$ cat src/sv/mfbp_pkg.sv
package mfbp_pkg;

    localparam int CODE_W   = 64;
    localparam int LEN_W    = 7;
    localparam int TOTAL_W  = 32;
    localparam int WIN_W    = CODE_W + 8;
    localparam int WIN_BYTES = WIN_W / 8;

    localparam logic MODE_APPEND = 1'b0;
    localparam logic MODE_FLUSH  = 1'b1;

    // one classified word, code already left aligned
    typedef struct packed {
        logic               mode;
        logic [CODE_W-1:0]  code;
        logic [LEN_W-1:0]   len;
        logic [TOTAL_W-1:0] total;
    } entry_t;

    typedef struct packed {
        logic full;
        logic empty;
    } queue_status_t;

endpackage

$ cat src/sv/mfbp_in_if.sv
interface mfbp_in_if;
    logic                         valid;
    logic                         ready;
    logic                         mode;
    logic [mfbp_pkg::CODE_W-1:0]  code_value;
    logic [mfbp_pkg::LEN_W-1:0]   code_length;

    modport source (output valid, output mode, output code_value, output code_length,
                    input ready);
    modport sink (input valid, input mode, input code_value, input code_length,
                  output ready);
endinterface

$ cat src/sv/mfbp_out_if.sv
interface mfbp_out_if;
    logic                          valid;
    logic                          ready;
    logic [7:0]                    out_byte;
    logic [3:0]                    valid_bits;
    logic                          last;
    logic [mfbp_pkg::TOTAL_W-1:0]  total_bits;

    modport source (output valid, output out_byte, output valid_bits, output last,
                    output total_bits, input ready);
    modport sink (input valid, input out_byte, input valid_bits, input last,
                  input total_bits, output ready);
endinterface

$ cat src/sv/mfbp_front.sv
module mfbp_front #(
    parameter int MAX_CODE_BITS = 64,
    parameter int COUNT_WIDTH   = 32
) (
    input  logic             clk,
    input  logic             rst_n,
    mfbp_in_if.sink          in_ch,
    input  logic             q_ready,
    output logic             push,
    output mfbp_pkg::entry_t entry
);

    localparam logic [mfbp_pkg::LEN_W-1:0] MaxLen = mfbp_pkg::LEN_W'(MAX_CODE_BITS);

    logic [COUNT_WIDTH-1:0]        total_reg;
    logic [COUNT_WIDTH-1:0]        total_next;
    logic [mfbp_pkg::LEN_W-1:0]    len_sat;
    logic [mfbp_pkg::LEN_W-1:0]    shift_amt;
    logic                          is_flush;
    logic                          accept;
    logic [63:0]                   total_ext;

    assign in_ch.ready = q_ready;
    assign accept      = in_ch.valid && q_ready;
    assign is_flush    = (in_ch.mode == mfbp_pkg::MODE_FLUSH);

    assign len_sat    = (in_ch.code_length > MaxLen) ? MaxLen : in_ch.code_length;
    assign shift_amt  = mfbp_pkg::LEN_W'(mfbp_pkg::CODE_W) - len_sat;
    assign total_next = total_reg + COUNT_WIDTH'(len_sat);

    // zero-length appends leave no trace
    assign push = accept && (is_flush || (len_sat != '0));

    assign total_ext = 64'(is_flush ? total_reg : total_next);

    always_comb
    begin
        entry.mode  = in_ch.mode;
        // left shift drops everything above the code length
        entry.code  = in_ch.code_value << shift_amt;
        entry.len   = len_sat;
        entry.total = total_ext[mfbp_pkg::TOTAL_W-1:0];
    end

    always_ff @(posedge clk or negedge rst_n)
    begin
        if (!rst_n)
        begin
            total_reg <= '0;
        end
        else if (accept && !is_flush)
        begin
            total_reg <= total_next;
        end
    end

endmodule

$ cat src/sv/mfbp_queue.sv
module mfbp_queue (
    input  logic                    clk,
    input  logic                    rst_n,
    input  logic                    push,
    input  mfbp_pkg::entry_t        push_entry,
    input  logic                    pop,
    output mfbp_pkg::entry_t        head,
    output mfbp_pkg::queue_status_t status
);

    mfbp_pkg::entry_t slot_reg [2];
    logic             wr_ptr_reg;
    logic             rd_ptr_reg;
    logic [1:0]       count_reg;
    logic             do_push;
    logic             do_pop;

    assign status.full  = (count_reg == 2'd2);
    assign status.empty = (count_reg == 2'd0);
    assign do_push      = push && !status.full;
    assign do_pop       = pop && !status.empty;
    assign head         = slot_reg[rd_ptr_reg];

    always_ff @(posedge clk or negedge rst_n)
    begin
        if (!rst_n)
        begin
            wr_ptr_reg <= 1'b0;
            rd_ptr_reg <= 1'b0;
            count_reg  <= 2'd0;
        end
        else
        begin
            if (do_push)
            begin
                wr_ptr_reg <= !wr_ptr_reg;
            end
            if (do_pop)
            begin
                rd_ptr_reg <= !rd_ptr_reg;
            end
            if (do_push && !do_pop)
            begin
                count_reg <= count_reg + 2'd1;
            end
            else if (do_pop && !do_push)
            begin
                count_reg <= count_reg - 2'd1;
            end
        end
    end

    always_ff @(posedge clk)
    begin
        if (do_push)
        begin
            slot_reg[wr_ptr_reg] <= push_entry;
        end
    end

endmodule

$ cat src/sv/mfbp_back.sv
module mfbp_back (
    input  logic                    clk,
    input  logic                    rst_n,
    input  mfbp_pkg::entry_t        head,
    input  mfbp_pkg::queue_status_t q_status,
    output logic                    pop,
    mfbp_out_if.source              out_ch
);

    logic [7:0]                   partial_reg;
    logic [2:0]                   fill_reg;
    logic                         active_reg;
    logic [mfbp_pkg::WIN_W-1:0]   win_reg;
    logic [3:0]                   cnt_reg;
    logic [3:0]                   vb_reg;
    logic [mfbp_pkg::TOTAL_W-1:0] tot_reg;

    logic [7:0]                   partial_next;
    logic [2:0]                   fill_next;
    logic [mfbp_pkg::WIN_W-1:0]   win_load;
    logic [3:0]                   cnt_load;
    logic [3:0]                   vb_load;
    logic [mfbp_pkg::LEN_W-1:0]   nbits;
    logic [mfbp_pkg::WIN_BYTES-1:0][7:0] win_bytes;
    logic [3:0]                   tail_idx;

    logic                         ov_reg;
    logic                         out_free;
    logic                         emit;
    logic                         load;

    assign out_free = !ov_reg || out_ch.ready;
    assign emit     = active_reg && out_free;
    assign load     = !q_status.empty && (!active_reg || (emit && (cnt_reg == 4'd1)));
    assign pop      = load;

    assign nbits     = mfbp_pkg::LEN_W'(fill_reg) + head.len;
    // new code starts right below the bits already held in the partial byte
    assign win_bytes = ({partial_reg, {mfbp_pkg::CODE_W{1'b0}}}
                       | ({head.code, 8'b0} >> fill_reg));
    assign tail_idx  = 4'(mfbp_pkg::WIN_BYTES - 1) - nbits[6:3];

    always_comb
    begin
        if (head.mode == mfbp_pkg::MODE_FLUSH)
        begin
            win_load     = {partial_reg, {mfbp_pkg::CODE_W{1'b0}}};
            cnt_load     = 4'd1;
            vb_load      = {1'b0, fill_reg};
            partial_next = 8'd0;
            fill_next    = 3'd0;
        end
        else
        begin
            win_load     = win_bytes;
            cnt_load     = nbits[6:3];
            vb_load      = 4'd8;
            // leftover bits sit right after the last full byte
            partial_next = win_bytes[tail_idx];
            fill_next    = nbits[2:0];
        end
    end

    always_ff @(posedge clk or negedge rst_n)
    begin
        if (!rst_n)
        begin
            partial_reg <= 8'd0;
            fill_reg    <= 3'd0;
            active_reg  <= 1'b0;
            cnt_reg     <= 4'd0;
            ov_reg      <= 1'b0;
        end
        else
        begin
            if (load)
            begin
                partial_reg <= partial_next;
                fill_reg    <= fill_next;
                active_reg  <= (cnt_load != 4'd0);
                cnt_reg     <= cnt_load;
            end
            else if (emit)
            begin
                active_reg <= (cnt_reg != 4'd1);
                cnt_reg    <= cnt_reg - 4'd1;
            end

            if (emit)
            begin
                ov_reg <= 1'b1;
            end
            else if (out_ch.ready)
            begin
                ov_reg <= 1'b0;
            end
        end
    end

    always_ff @(posedge clk)
    begin
        if (load)
        begin
            win_reg <= win_load;
            vb_reg  <= vb_load;
            tot_reg <= head.total;
        end
        else if (emit)
        begin
            win_reg <= win_reg << 8;
        end

        if (emit)
        begin
            out_ch.out_byte   <= win_reg[mfbp_pkg::WIN_W-1 -: 8];
            out_ch.valid_bits <= vb_reg;
            out_ch.last       <= (cnt_reg == 4'd1);
            out_ch.total_bits <= tot_reg;
        end
    end

    assign out_ch.valid = ov_reg;

endmodule

$ cat src/sv/msb_first_bit_packer.sv
// msb-first bit packer
// in_ch takes one word per cycle while the queue has room: an append (mode 0) of
// code_length low bits of code_value, saturated to MAX_CODE_BITS, or a flush
// (mode 1) of the partial byte. out_ch gives packed bytes, first bit in bit 7; last
// marks the final byte that a word causes, valid_bits is 8 except on a flushed tail.
// total_bits is the running bit count after the word, wrapping at COUNT_WIDTH bits.
// a word occupies the byte emitter until its completed bytes are out; the
// emitter moves one byte per cycle while out_ch is ready, so a stream of 64-bit
// codes gives eight bytes per word and short codes run at one word per cycle.
// when the pipeline is empty, the first byte of a word passes through the queue
// write at the accepting edge, the window load and the output register.
// a two-entry queue sits between the classifier and the emitter; in_ch.ready
// drops only when it is full. a stalled out_ch holds its byte while the
// queue keeps taking words.
// reset clears the partial byte, fill level, bit total and all valid flags.
// zero-length appends produce no byte and change nothing.
module msb_first_bit_packer #(
    parameter int MAX_CODE_BITS = 64,
    parameter int COUNT_WIDTH   = 32
) (
    input  logic        clk,
    input  logic        rst_n,
    mfbp_in_if.sink     in_ch,
    mfbp_out_if.source  out_ch
);

    mfbp_pkg::entry_t        push_entry;
    mfbp_pkg::entry_t        head;
    mfbp_pkg::queue_status_t q_status;
    logic                    push;
    logic                    pop;

    mfbp_front #(
        .MAX_CODE_BITS (MAX_CODE_BITS),
        .COUNT_WIDTH   (COUNT_WIDTH)
    ) u_front (
        .clk     (clk),
        .rst_n   (rst_n),
        .in_ch   (in_ch),
        .q_ready (!q_status.full),
        .push    (push),
        .entry   (push_entry)
    );

    mfbp_queue u_queue (
        .clk        (clk),
        .rst_n      (rst_n),
        .push       (push),
        .push_entry (push_entry),
        .pop        (pop),
        .head       (head),
        .status     (q_status)
    );

    mfbp_back u_back (
        .clk      (clk),
        .rst_n    (rst_n),
        .head     (head),
        .q_status (q_status),
        .pop      (pop),
        .out_ch   (out_ch)
    );

    // only a flushed tail may carry fewer than eight bits
    assert property (@(posedge clk) disable iff (!rst_n)
        (out_ch.valid && !out_ch.last) |-> (out_ch.valid_bits == 4'd8))
        else $error("short byte before the last one");

    assert property (@(posedge clk) disable iff (!rst_n)
        out_ch.valid |-> (out_ch.valid_bits <= 4'd8))
        else $error("valid_bits above eight");

    assert property (@(posedge clk) disable iff (!rst_n)
        push |-> !q_status.full)
        else $error("queue overflow");

    // bytes of one word share one bit total
    assert property (@(posedge clk) disable iff (!rst_n)
        (out_ch.valid && out_ch.ready && !out_ch.last)
        |=> (!out_ch.valid || (out_ch.total_bits == $past(out_ch.total_bits))))
        else $error("bit total changed within a word");

endmodule

$ cat src/flat_wrapper.sv
// flat-port wrapper written by rule: the top's interface ports become plain ports
module msb_first_bit_packer_flat 
#(
    parameter int MAX_CODE_BITS = 64,
    parameter int COUNT_WIDTH   = 32
)
  (clk, rst_n, in_ch_valid, in_ch_mode, in_ch_code_value, in_ch_code_length, in_ch_ready, out_ch_valid, out_ch_out_byte, out_ch_valid_bits, out_ch_last, out_ch_total_bits, out_ch_ready);
  mfbp_in_if in_ch_i ();
  mfbp_out_if out_ch_i ();
  input  logic clk;
  input  logic rst_n;
  input wire logic [$bits(in_ch_i.valid)-1:0] in_ch_valid;
  input wire logic [$bits(in_ch_i.mode)-1:0] in_ch_mode;
  input wire logic [$bits(in_ch_i.code_value)-1:0] in_ch_code_value;
  input wire logic [$bits(in_ch_i.code_length)-1:0] in_ch_code_length;
  output wire logic [$bits(in_ch_i.ready)-1:0] in_ch_ready;
  output wire logic [$bits(out_ch_i.valid)-1:0] out_ch_valid;
  output wire logic [$bits(out_ch_i.out_byte)-1:0] out_ch_out_byte;
  output wire logic [$bits(out_ch_i.valid_bits)-1:0] out_ch_valid_bits;
  output wire logic [$bits(out_ch_i.last)-1:0] out_ch_last;
  output wire logic [$bits(out_ch_i.total_bits)-1:0] out_ch_total_bits;
  input wire logic [$bits(out_ch_i.ready)-1:0] out_ch_ready;
  assign in_ch_i.valid = in_ch_valid;
  assign in_ch_i.mode = in_ch_mode;
  assign in_ch_i.code_value = in_ch_code_value;
  assign in_ch_i.code_length = in_ch_code_length;
  assign in_ch_ready = in_ch_i.ready;
  assign out_ch_valid = out_ch_i.valid;
  assign out_ch_out_byte = out_ch_i.out_byte;
  assign out_ch_valid_bits = out_ch_i.valid_bits;
  assign out_ch_last = out_ch_i.last;
  assign out_ch_total_bits = out_ch_i.total_bits;
  assign out_ch_i.ready = out_ch_ready;
  msb_first_bit_packer #(.MAX_CODE_BITS(MAX_CODE_BITS), .COUNT_WIDTH(COUNT_WIDTH)) u_core (.clk(clk), .rst_n(rst_n), .in_ch(in_ch_i), .out_ch(out_ch_i));
endmodule
$ cat config.mk
export PLATFORM = sky130hd
export DESIGN_NAME = msb_first_bit_packer_flat
export DESIGN_NICKNAME = d
export VERILOG_FILES = /design/src/sv/mfbp_pkg.sv /design/src/sv/mfbp_in_if.sv /design/src/sv/mfbp_out_if.sv /design/src/sv/mfbp_front.sv /design/src/sv/mfbp_queue.sv /design/src/sv/mfbp_back.sv /design/src/sv/msb_first_bit_packer.sv /design/src/flat_wrapper.sv
export SDC_FILE = /design/constraint.sdc
export NUM_CORES = 1
export LEC_CHECK = 0
export ABC_AREA = 0
export BUFFER_PORTS_ARGS = -buffer_cell sky130_fd_sc_hd__clkbuf_2
export CAP_MARGIN = 10
export CORE_MARGIN = 4
export CORE_UTILIZATION = 30
export DETAILED_ROUTE_END_ITERATION = 10
export GPL_ROUTABILITY_DRIVEN = 0
export GPL_TIMING_DRIVEN = 1
export MAX_ROUTING_LAYER = met4
export SYNTH_ARGS = -nofsm -noshare
export SYNTH_HDL_FRONTEND = slang
export SYNTH_SLANG_ARGS = --single-unit
$ cat constraint.sdc
create_clock -name clk -period 9.1 [get_ports clk]
set_clock_uncertainty 0.1 [all_clocks]
set_input_delay 2.275 -clock clk [delete_from_list [all_inputs] [get_ports clk]]
set_output_delay 2.275 -clock clk [all_outputs]
set_load 0.02 [all_outputs]
==> results.json, run 1 <==
{
  "switching_share_pct": 38.83,
  "postSynth.asyncResetShare_pct": 12.83,
  "synth.largest_area_cell": "sky130_fd_sc_hd__edfxtp_1",
  "grt_pass1_vias": 15526,
  "tritoncts_clock_tree": "done",
  "post_synth_instance_area_um2": 23550,
  "number_of_max_cap_violations": 0,
  "ctsRootBufferMaster": "sky130_fd_sc_hd__clkbuf_16",
  "hold_buffers": 0,
  "grtUsageMet1_pct": 21.24,
  "initial_antenna_violation_count": 2,
  "filler_cell_count": 7647,
  "routed_via_density": 5.419,
  "grt_util_met3_pct": 2.099,
  "routed_wl_um": 61800,
  "synth_cell_types": 81,
  "power.internal_mw": 5.343,
  "hold_viol": 0,
  "drt_first_iter_violations": 1630,
  "clock_tree.htree_level_count": 2,
  "cts.sink_count": 413,
  "power.density_nw_per_um2": 329.1,
  "syn_inst": 1836,
  "antenna_violating_nets_remaining": 0,
  "post_drt_wl_per_cell_um": 20.81,
  "worst_skew_pair.late_latency_ns": 0.58,
  "floorplan.die.width_um": 288.2,
  "power.static_leakage_nw": 9.730,
  "area_growth_pct": 12.66,
  "design.final.nets": 1987,
  "report.final.slew_viol_count": 0,
  "power_switching_mw": 3.391,
  "critical_path_type": "in -> reg",
  "die_height_um": 288.2,
  "fp.coreArea_um2": 77590,
  "ios": 123,
  "run_status": "complete, no violations",
  "synth_most_common_cell": "sky130_fd_sc_hd__edfxtp_1",
  "timing.fmax_ghz": 0.1714,
  "final-setup-viol-count": 0,
  "post-route-util_pct": 34.20,
  "worstPathArrival_ns": 6.05,
  "inserted_clock_buffers": 43,
  "cell_breakdown_of_the_critical_path": "clkbuf_2 -> nor2b_4 -> inv_1 -> ha_2 -> inv_2 -> mux4_2 -> nor2_1 -> a211oi_1 -> o31ai_1",
  "cp_slowest_stage_delay_ns": 1.04,
  "final_period_minus_worst_setup_slack_ns": 5.834,
  "slew-limit-headroom_pct": 19.07,
  "top_cells_by_count_synth": "sky130_fd_sc_hd__edfxtp_1, sky130_fd_sc_hd__nand2_1, sky130_fd_sc_hd__mux2i_1",
  "power_mw": 8.734,
  "path_buf_inv": 3,
  "p_clk_share_pct": 20.2,
  "crit_path_max_fanout": 46,
  "seq_power_share_pct": 35.8,
  "route.detailed.drc": 0,
  "placed_area_um2": 25090,
  "clockBufferDepth": 3,
  "synth.yosys.seq_area_share_pct": 51.53,
  "io_buffer_count": 122,
  "floorplan.initialDensity_pct": 30.35,
  "use_met2_pct": 22.57,
  "synth-main-ff-cell": "sky130_fd_sc_hd__edfxtp_1",
  "design.die.area_um2": 83060,
  "setup_total_neg_slack_ns": 0,
  "synth.top_cell.area_share_pct": 45.90,
  "pwr-share-comb_pct": 43.9,
  "grt_max_degree": 92,
  "globalRoute.busiestLayer": "met2",
  "synth-edff-count": 360,
  "iteration_count_of_the_initial_detailed_routing_pass": 6,
  "mappedNetlistNets": 1929,
  "cts-resized-gates": 0,
  "critical-path-slowest-cell": "sky130_fd_sc_hd__ha_2",
  "postCtsSetupBuffers": 0,
  "tightest_slew_ns": 1.209,
  "min_path_type": "reg -> reg",
  "post_synth.cell_area_avg_um2": 12.83,
  "irDropWorstVdd_uv": 161.6,
  "routed-via-count": 16095,
  "worstSetupEndpointType": "flop",
  "final_global_route_overflow_total": 0,
  "grt_setup_unrepaired": "no",
  "ys_top_cells_by_area": "sky130_fd_sc_hd__edfxtp_1, sky130_fd_sc_hd__mux4_2, sky130_fd_sc_hd__mux2i_1",
  "largest_register_ff_count": 208,
  "path_clk_slew_ns": 0.06,
  "hpwlAfterDp_um": 44550,
  "global_route.usage.total_pct": 14.99,
  "timing.critical_path.max_delay_family": "buffers and inverters",
  "stdcell_area_um2": 26540,
  "final_worst_setup_slack_ns": 3.266,
  "ys_warns": 0,
  "crit_path_start_kind": "primary input",
  "grt_pass1_wl_um": 95290,
  "rows": 102,
  "fin_crit_sh_pct": 64.11,
  "ys_seq_elements": 413,
  "dp_slack_ns": 2.756,
  "cp.required_ns": 9.31,
  "fraction_of_final_layout_cells_sized_beyond_drive_strength_1_pct": 24.27
}
-- power groups by stage --
stage | combinational [mW] | sequential (mW) | clock, mW
4_1_cts | 3.80 | 3.14 | 1.80
6_report | 3.84 | 3.13 | 1.77
5_1_grt | 4.15 | 3.19 | 1.88
3_3_place_gp | 3.74 | 3.15 | 0
2_1_floorplan | 2.78 | 3.09 | 0
3_5_place_dp | 3.79 | 3.17 | 0
-- worst reg2reg max path, stage by stage (launching register included) --
cell and delay, ns:
sky130_fd_sc_hd__dfrtp_4 1.07, sky130_fd_sc_hd__mux2i_1 0.45, sky130_fd_sc_hd__inv_1 0.09, sky130_fd_sc_hd__ha_1 0.31
sky130_fd_sc_hd__a21o_1 0.19, sky130_fd_sc_hd__a21oi_2 0.29, sky130_fd_sc_hd__xor2_2 0.59, sky130_fd_sc_hd__inv_2 0.34
sky130_fd_sc_hd__ha_1 0.63, sky130_fd_sc_hd__inv_1 0.25, sky130_fd_sc_hd__nand2_1 0.31, sky130_fd_sc_hd__o22ai_1 0.13
sky130_fd_sc_hd__or4_1 0.48, sky130_fd_sc_hd__a32o_1 0.26
-- area by class of cell --
cell class                      instances  area [µm²]  area share, %
Multi-Input combinational cell       1261       10740          40.48
Timing Repair Buffer                  148       825.8          3.112
Sequential cell                       413       12140          45.77
Clock buffer                           48        1116          4.206
Tap cell                             1040        1301          4.904
Clock inverter                         31       300.3          1.132
Inverter                               27       101.3         0.3819
Antenna cell                            2       5.005        0.01886
-- per-stage QoR --
step	instances	hold WS [ns]
detailed placement	2888	0.3045
global route	2970	0.3227
CTS	2967	0.3178
floorplan	1836	0.3003
finish	2970	0.3166
global placement	2888	0.3052
-- path summary, 6_finish.rpt --
check	start	endpoint	slack, ns	depth (start not counted)
min reg2reg	u_core.u_back.tot_reg[2]	u_core.u_back.out_ch.total_bits[2]	0.32	0
min	u_core.u_back.tot_reg[2]	u_core.u_back.out_ch.total_bits[2]	0.32	0
max in group asynchronous	rst_n	u_core.u_queue.rd_ptr_reg	6.53	2
max reg2reg	u_core.u_queue.rd_ptr_reg	u_core.u_back.partial_reg[2]	3.51	13
max	in_ch_code_length[6]	u_core.u_queue.slot_reg[1][101]	3.27	9
min in group asynchronous	rst_n	u_core.u_front.total_reg[15]	1.79	2
-- metal layers --
metal / routed length (µm) / vias to the layer above
li1: - / 7190
met1: 28070 / 8133
met2: 28130 / 667
met3: 3909 / 105
met4: 1688 / 0
met5: 0 / -
-- cell families after synthesis --
logic type	Yosys count	share of synthesized area, %
muxes	382	23.87
buffers and inverters	162	3.203
adders and majority gates	17	0.9669
and+or+nand+nor	480	9.058
xor gates and xnor gates	73	2.932
AOI/OAI and AO/OA	309	8.441
DFF	413	51.53
-- placed cells by master (no fill, tap or decap), types with 7 or more instances in the layout --
master,instances
sky130_fd_sc_hd__ha_1,14
sky130_fd_sc_hd__and3_1,12
sky130_fd_sc_hd__nand2_1,257
sky130_fd_sc_hd__nand3_1,37
sky130_fd_sc_hd__mux2_2,83
sky130_fd_sc_hd__o22ai_1,13
sky130_fd_sc_hd__xnor2_1,54
sky130_fd_sc_hd__dfrtp_1,51
sky130_fd_sc_hd__o21ai_0,112
sky130_fd_sc_hd__and2_1,17
sky130_fd_sc_hd__edfxtp_1,360
sky130_fd_sc_hd__a211oi_1,17
sky130_fd_sc_hd__nand2b_1,9
sky130_fd_sc_hd__nor3_1,24
sky130_fd_sc_hd__clkinv_1,10
sky130_fd_sc_hd__a21oi_1,51
sky130_fd_sc_hd__clkinv_2,9
sky130_fd_sc_hd__inv_1,21
sky130_fd_sc_hd__xor2_1,14
sky130_fd_sc_hd__or3_1,7
sky130_fd_sc_hd__mux4_2,134
sky130_fd_sc_hd__mux2i_1,162
sky130_fd_sc_hd__buf_4,25
sky130_fd_sc_hd__clkbuf_16,44
sky130_fd_sc_hd__clkbuf_2,122
sky130_fd_sc_hd__nor2_1,69
sky130_fd_sc_hd__a22oi_1,9
sky130_fd_sc_hd__o211ai_1,28
sky130_fd_sc_hd__nand4_1,17
Note: power is estimated with default switching activity, not from simulation.
==> run 2: changes to the inputs <==
==> constraint.sdc (replaced) <==
create_clock -name clk -period 4.9 [get_ports clk]
set_clock_uncertainty 0.1 [all_clocks]
set_input_delay 1.225 -clock clk [delete_from_list [all_inputs] [get_ports clk]]
set_output_delay 1.225 -clock clk [all_outputs]
set_load 0.02 [all_outputs]
==> run 2 against run 1 <==
Total power grew 89%; non-clock buffer count grew 28; utilization grew 0.45 points; routed wire length grew 1.2%.
==> results.json, run 2 (synthesized netlist as in run 1, its figures left out) <==
{
  "ctsRootBufferMaster": "sky130_fd_sc_hd__clkbuf_16",
  "route.detailed.drc": 0,
  "routed_wl_um": 62530,
  "timing.rr.start": "u_core.u_queue.rd_ptr_reg",
  "worst_skew_pair.late_latency_ns": 0.56,
  "grt_pass1_vias": 15920,
  "cts-resized-gates": 0,
  "final-setup-viol-count": 0,
  "layout.cells.most_common": "sky130_fd_sc_hd__edfxtp_1",
  "hold_path_startpoint": "u_core.u_back.tot_reg[10]",
  "slew-limit-headroom_pct": 15.60,
  "layout.cells.non_filler": 2994,
  "ff2ff_path_depth": 13,
  "post-route-util_pct": 34.65,
  "clock_tree.htree_level_count": 2,
  "cell_breakdown_of_the_critical_path": "mux2_2 -> ha_1 -> inv_1 -> fa_1 -> nand2b_1 -> a21oi_1 -> xor2_1 -> ha_1 -> inv_1 -> nand2_1 -> or2_2 -> a311oi_1 -> a221o_1",
  "die_height_um": 288.2,
  "fraction_of_final_layout_cells_sized_beyond_drive_strength_1_pct": 25.60,
  "post_drt_wl_per_cell_um": 20.89,
  "grt_setup_unrepaired": "no",
  "hold-path-cell-count": 0,
  "routed-via-count": 16170,
  "cp.required_ns": 5.27,
  "floorplan.initialDensity_pct": 30.35,
  "grt_pass1_wl_um": 96960,
  "antenna_violating_nets_remaining": 0,
  "ios": 123,
  "path_buf_inv": 2,
  "worst-path-stages": 13,
  "initial_antenna_violation_count": 1,
  "critical-path-slowest-cell": "sky130_fd_sc_hd__dfrtp_4",
  "worstPathArrival_ns": 4.64,
  "worst_setup_path_startpoint": "u_core.u_queue.rd_ptr_reg",
  "final_period_minus_worst_setup_slack_ns": 4.270,
  "crit_path_start_kind": "flop",
  "hpwlAfterDp_um": 45950,
  "power.static_leakage_nw": 9.913,
  "placed_cells_incl_taps": 2917,
  "rows": 102,
  "tritoncts_clock_tree": "done",
  "design.die.area_um2": 83060,
  "worstSetupEndpointType": "flop",
  "timing.reg2reg.setup_slack_ns": 0.63,
  "hold_buffers": 0,
  "inserted_clock_buffers": 42,
  "global_route.usage.total_pct": 15.20,
  "largest_register_ff_count": 208,
  "report.final.slew_viol_count": 0,
  "design.final.nets": 2014,
  "r2r-end": "u_core.u_back.partial_reg[0]",
  "fp.coreArea_um2": 77590,
  "timing.critical_path.max_delay_family": "simple AND/OR/NAND/NOR gates",
  "cp_slowest_stage_delay_ns": 0.60,
  "most-common-layout-cells": "sky130_fd_sc_hd__edfxtp_1, sky130_fd_sc_hd__nand2_1, sky130_fd_sc_hd__mux2i_1, sky130_fd_sc_hd__mux4_2, sky130_fd_sc_hd__clkbuf_2",
  "fin_crit_sh_pct": 87.14,
  "path_clk_slew_ns": 0.06,
  "clockBufferDepth": 3,
  "cp-endpoint": "u_core.u_back.partial_reg[0]",
  "stdcell_area_um2": 26890,
  "io_buffer_count": 122,
  "drt_first_iter_violations": 1573,
  "placed_area_um2": 25420,
  "tightest_slew_ns": 1.261,
  "number_of_max_cap_violations": 0,
  "power.density_nw_per_um2": 615.5,
  "min_path_type": "reg -> reg",
  "area_growth_pct": 14.15,
  "grt_max_degree": 96,
  "irDropWorstVdd_uv": 262.3,
  "final_global_route_overflow_total": 0,
  "cts.sink_count": 413,
  "iteration_count_of_the_initial_detailed_routing_pass": 6,
  "critical_path_type": "reg -> reg",
  "postCtsSetupBuffers": 0,
  "timing.fmax_ghz": 0.2342,
  "routed_via_density": 5.401,
  "run_status": "complete, no violations",
  "hold_viol": 0,
  "floorplan.die.width_um": 288.2,
  "crit_path_max_fanout": 15
}
==> run 2: cell count changes in the layout (fill, tap and decap cells not counted), moves of 2 or more <==
cell / change
sky130_fd_sc_hd__buf_4: +22
sky130_fd_sc_hd__clkbuf_1: +2
sky130_fd_sc_hd__bufinv_16: +2
sky130_fd_sc_hd__clkinv_1: -6
sky130_fd_sc_hd__buf_12: +7
sky130_fd_sc_hd__clkinv_2: -5
sky130_fd_sc_hd__clkbuf_8: +3
sky130_fd_sc_hd__clkinv_4: +2
==> run 2: routing by layer <==
layer / wire [µm] / vias up / GRT usage (%)
li1: - / 7263 / -
met1: 28960 / 8166 / 21.71
met2: 28520 / 609 / 23.06
met3: 3348 / 132 / 1.626
met4: 1708 / 0 / 4.349
met5: 0 / - / -
==> run 2: how the worst min path moves through the flow <==
stage                     slack (ns)                                   to
after floorplan                 0.30     u_core.u_back.out_ch.out_byte[0]
after global placement          0.31  u_core.u_back.out_ch.total_bits[26]
after detailed placement        0.30     u_core.u_back.out_ch.out_byte[3]
after CTS                       0.32  u_core.u_back.out_ch.total_bits[16]
after global routing            0.32     u_core.u_back.out_ch.out_byte[3]
final                           0.32  u_core.u_back.out_ch.total_bits[10]
==> run 2: stage by stage <==
step	hold slack (ns)	power [mW]	setup slack (ns)	setup TNS, ns
CTS	0.3178	16.57	0.6828	0
global route	0.3215	17.45	0.3951	0
finish	0.3162	16.55	0.6303	0
global placement	0.3050	13.03	0.3828	0
detailed placement	0.3045	13.16	0.3027	0
floorplan	0.3003	10.88	-0.1826	-18.99
==> run 2: power breakdown <==
group	leakage [nW]	total, mW	switching, mW	internal [mW]
registers	4.13	5.75	0.500	5.25
clock network	0.700	3.38	1.35	2.03
logic	5.08	7.42	4.54	2.88
total	9.91	16.5	6.39	10.2
==> run 2: area by class of cell <==
class / instances / area, µm²
fillers: 7584 / 50710
flip-flops and latches: 413 / 12140
multi-input cells: 1261 / 10770
well taps: 1040 / 1301
clock buffers: 52 / 1140
repair buffers: 176 / 1104
clock inverters: 24 / 322.8
inverters: 27 / 103.9
diodes: 1 / 2.502
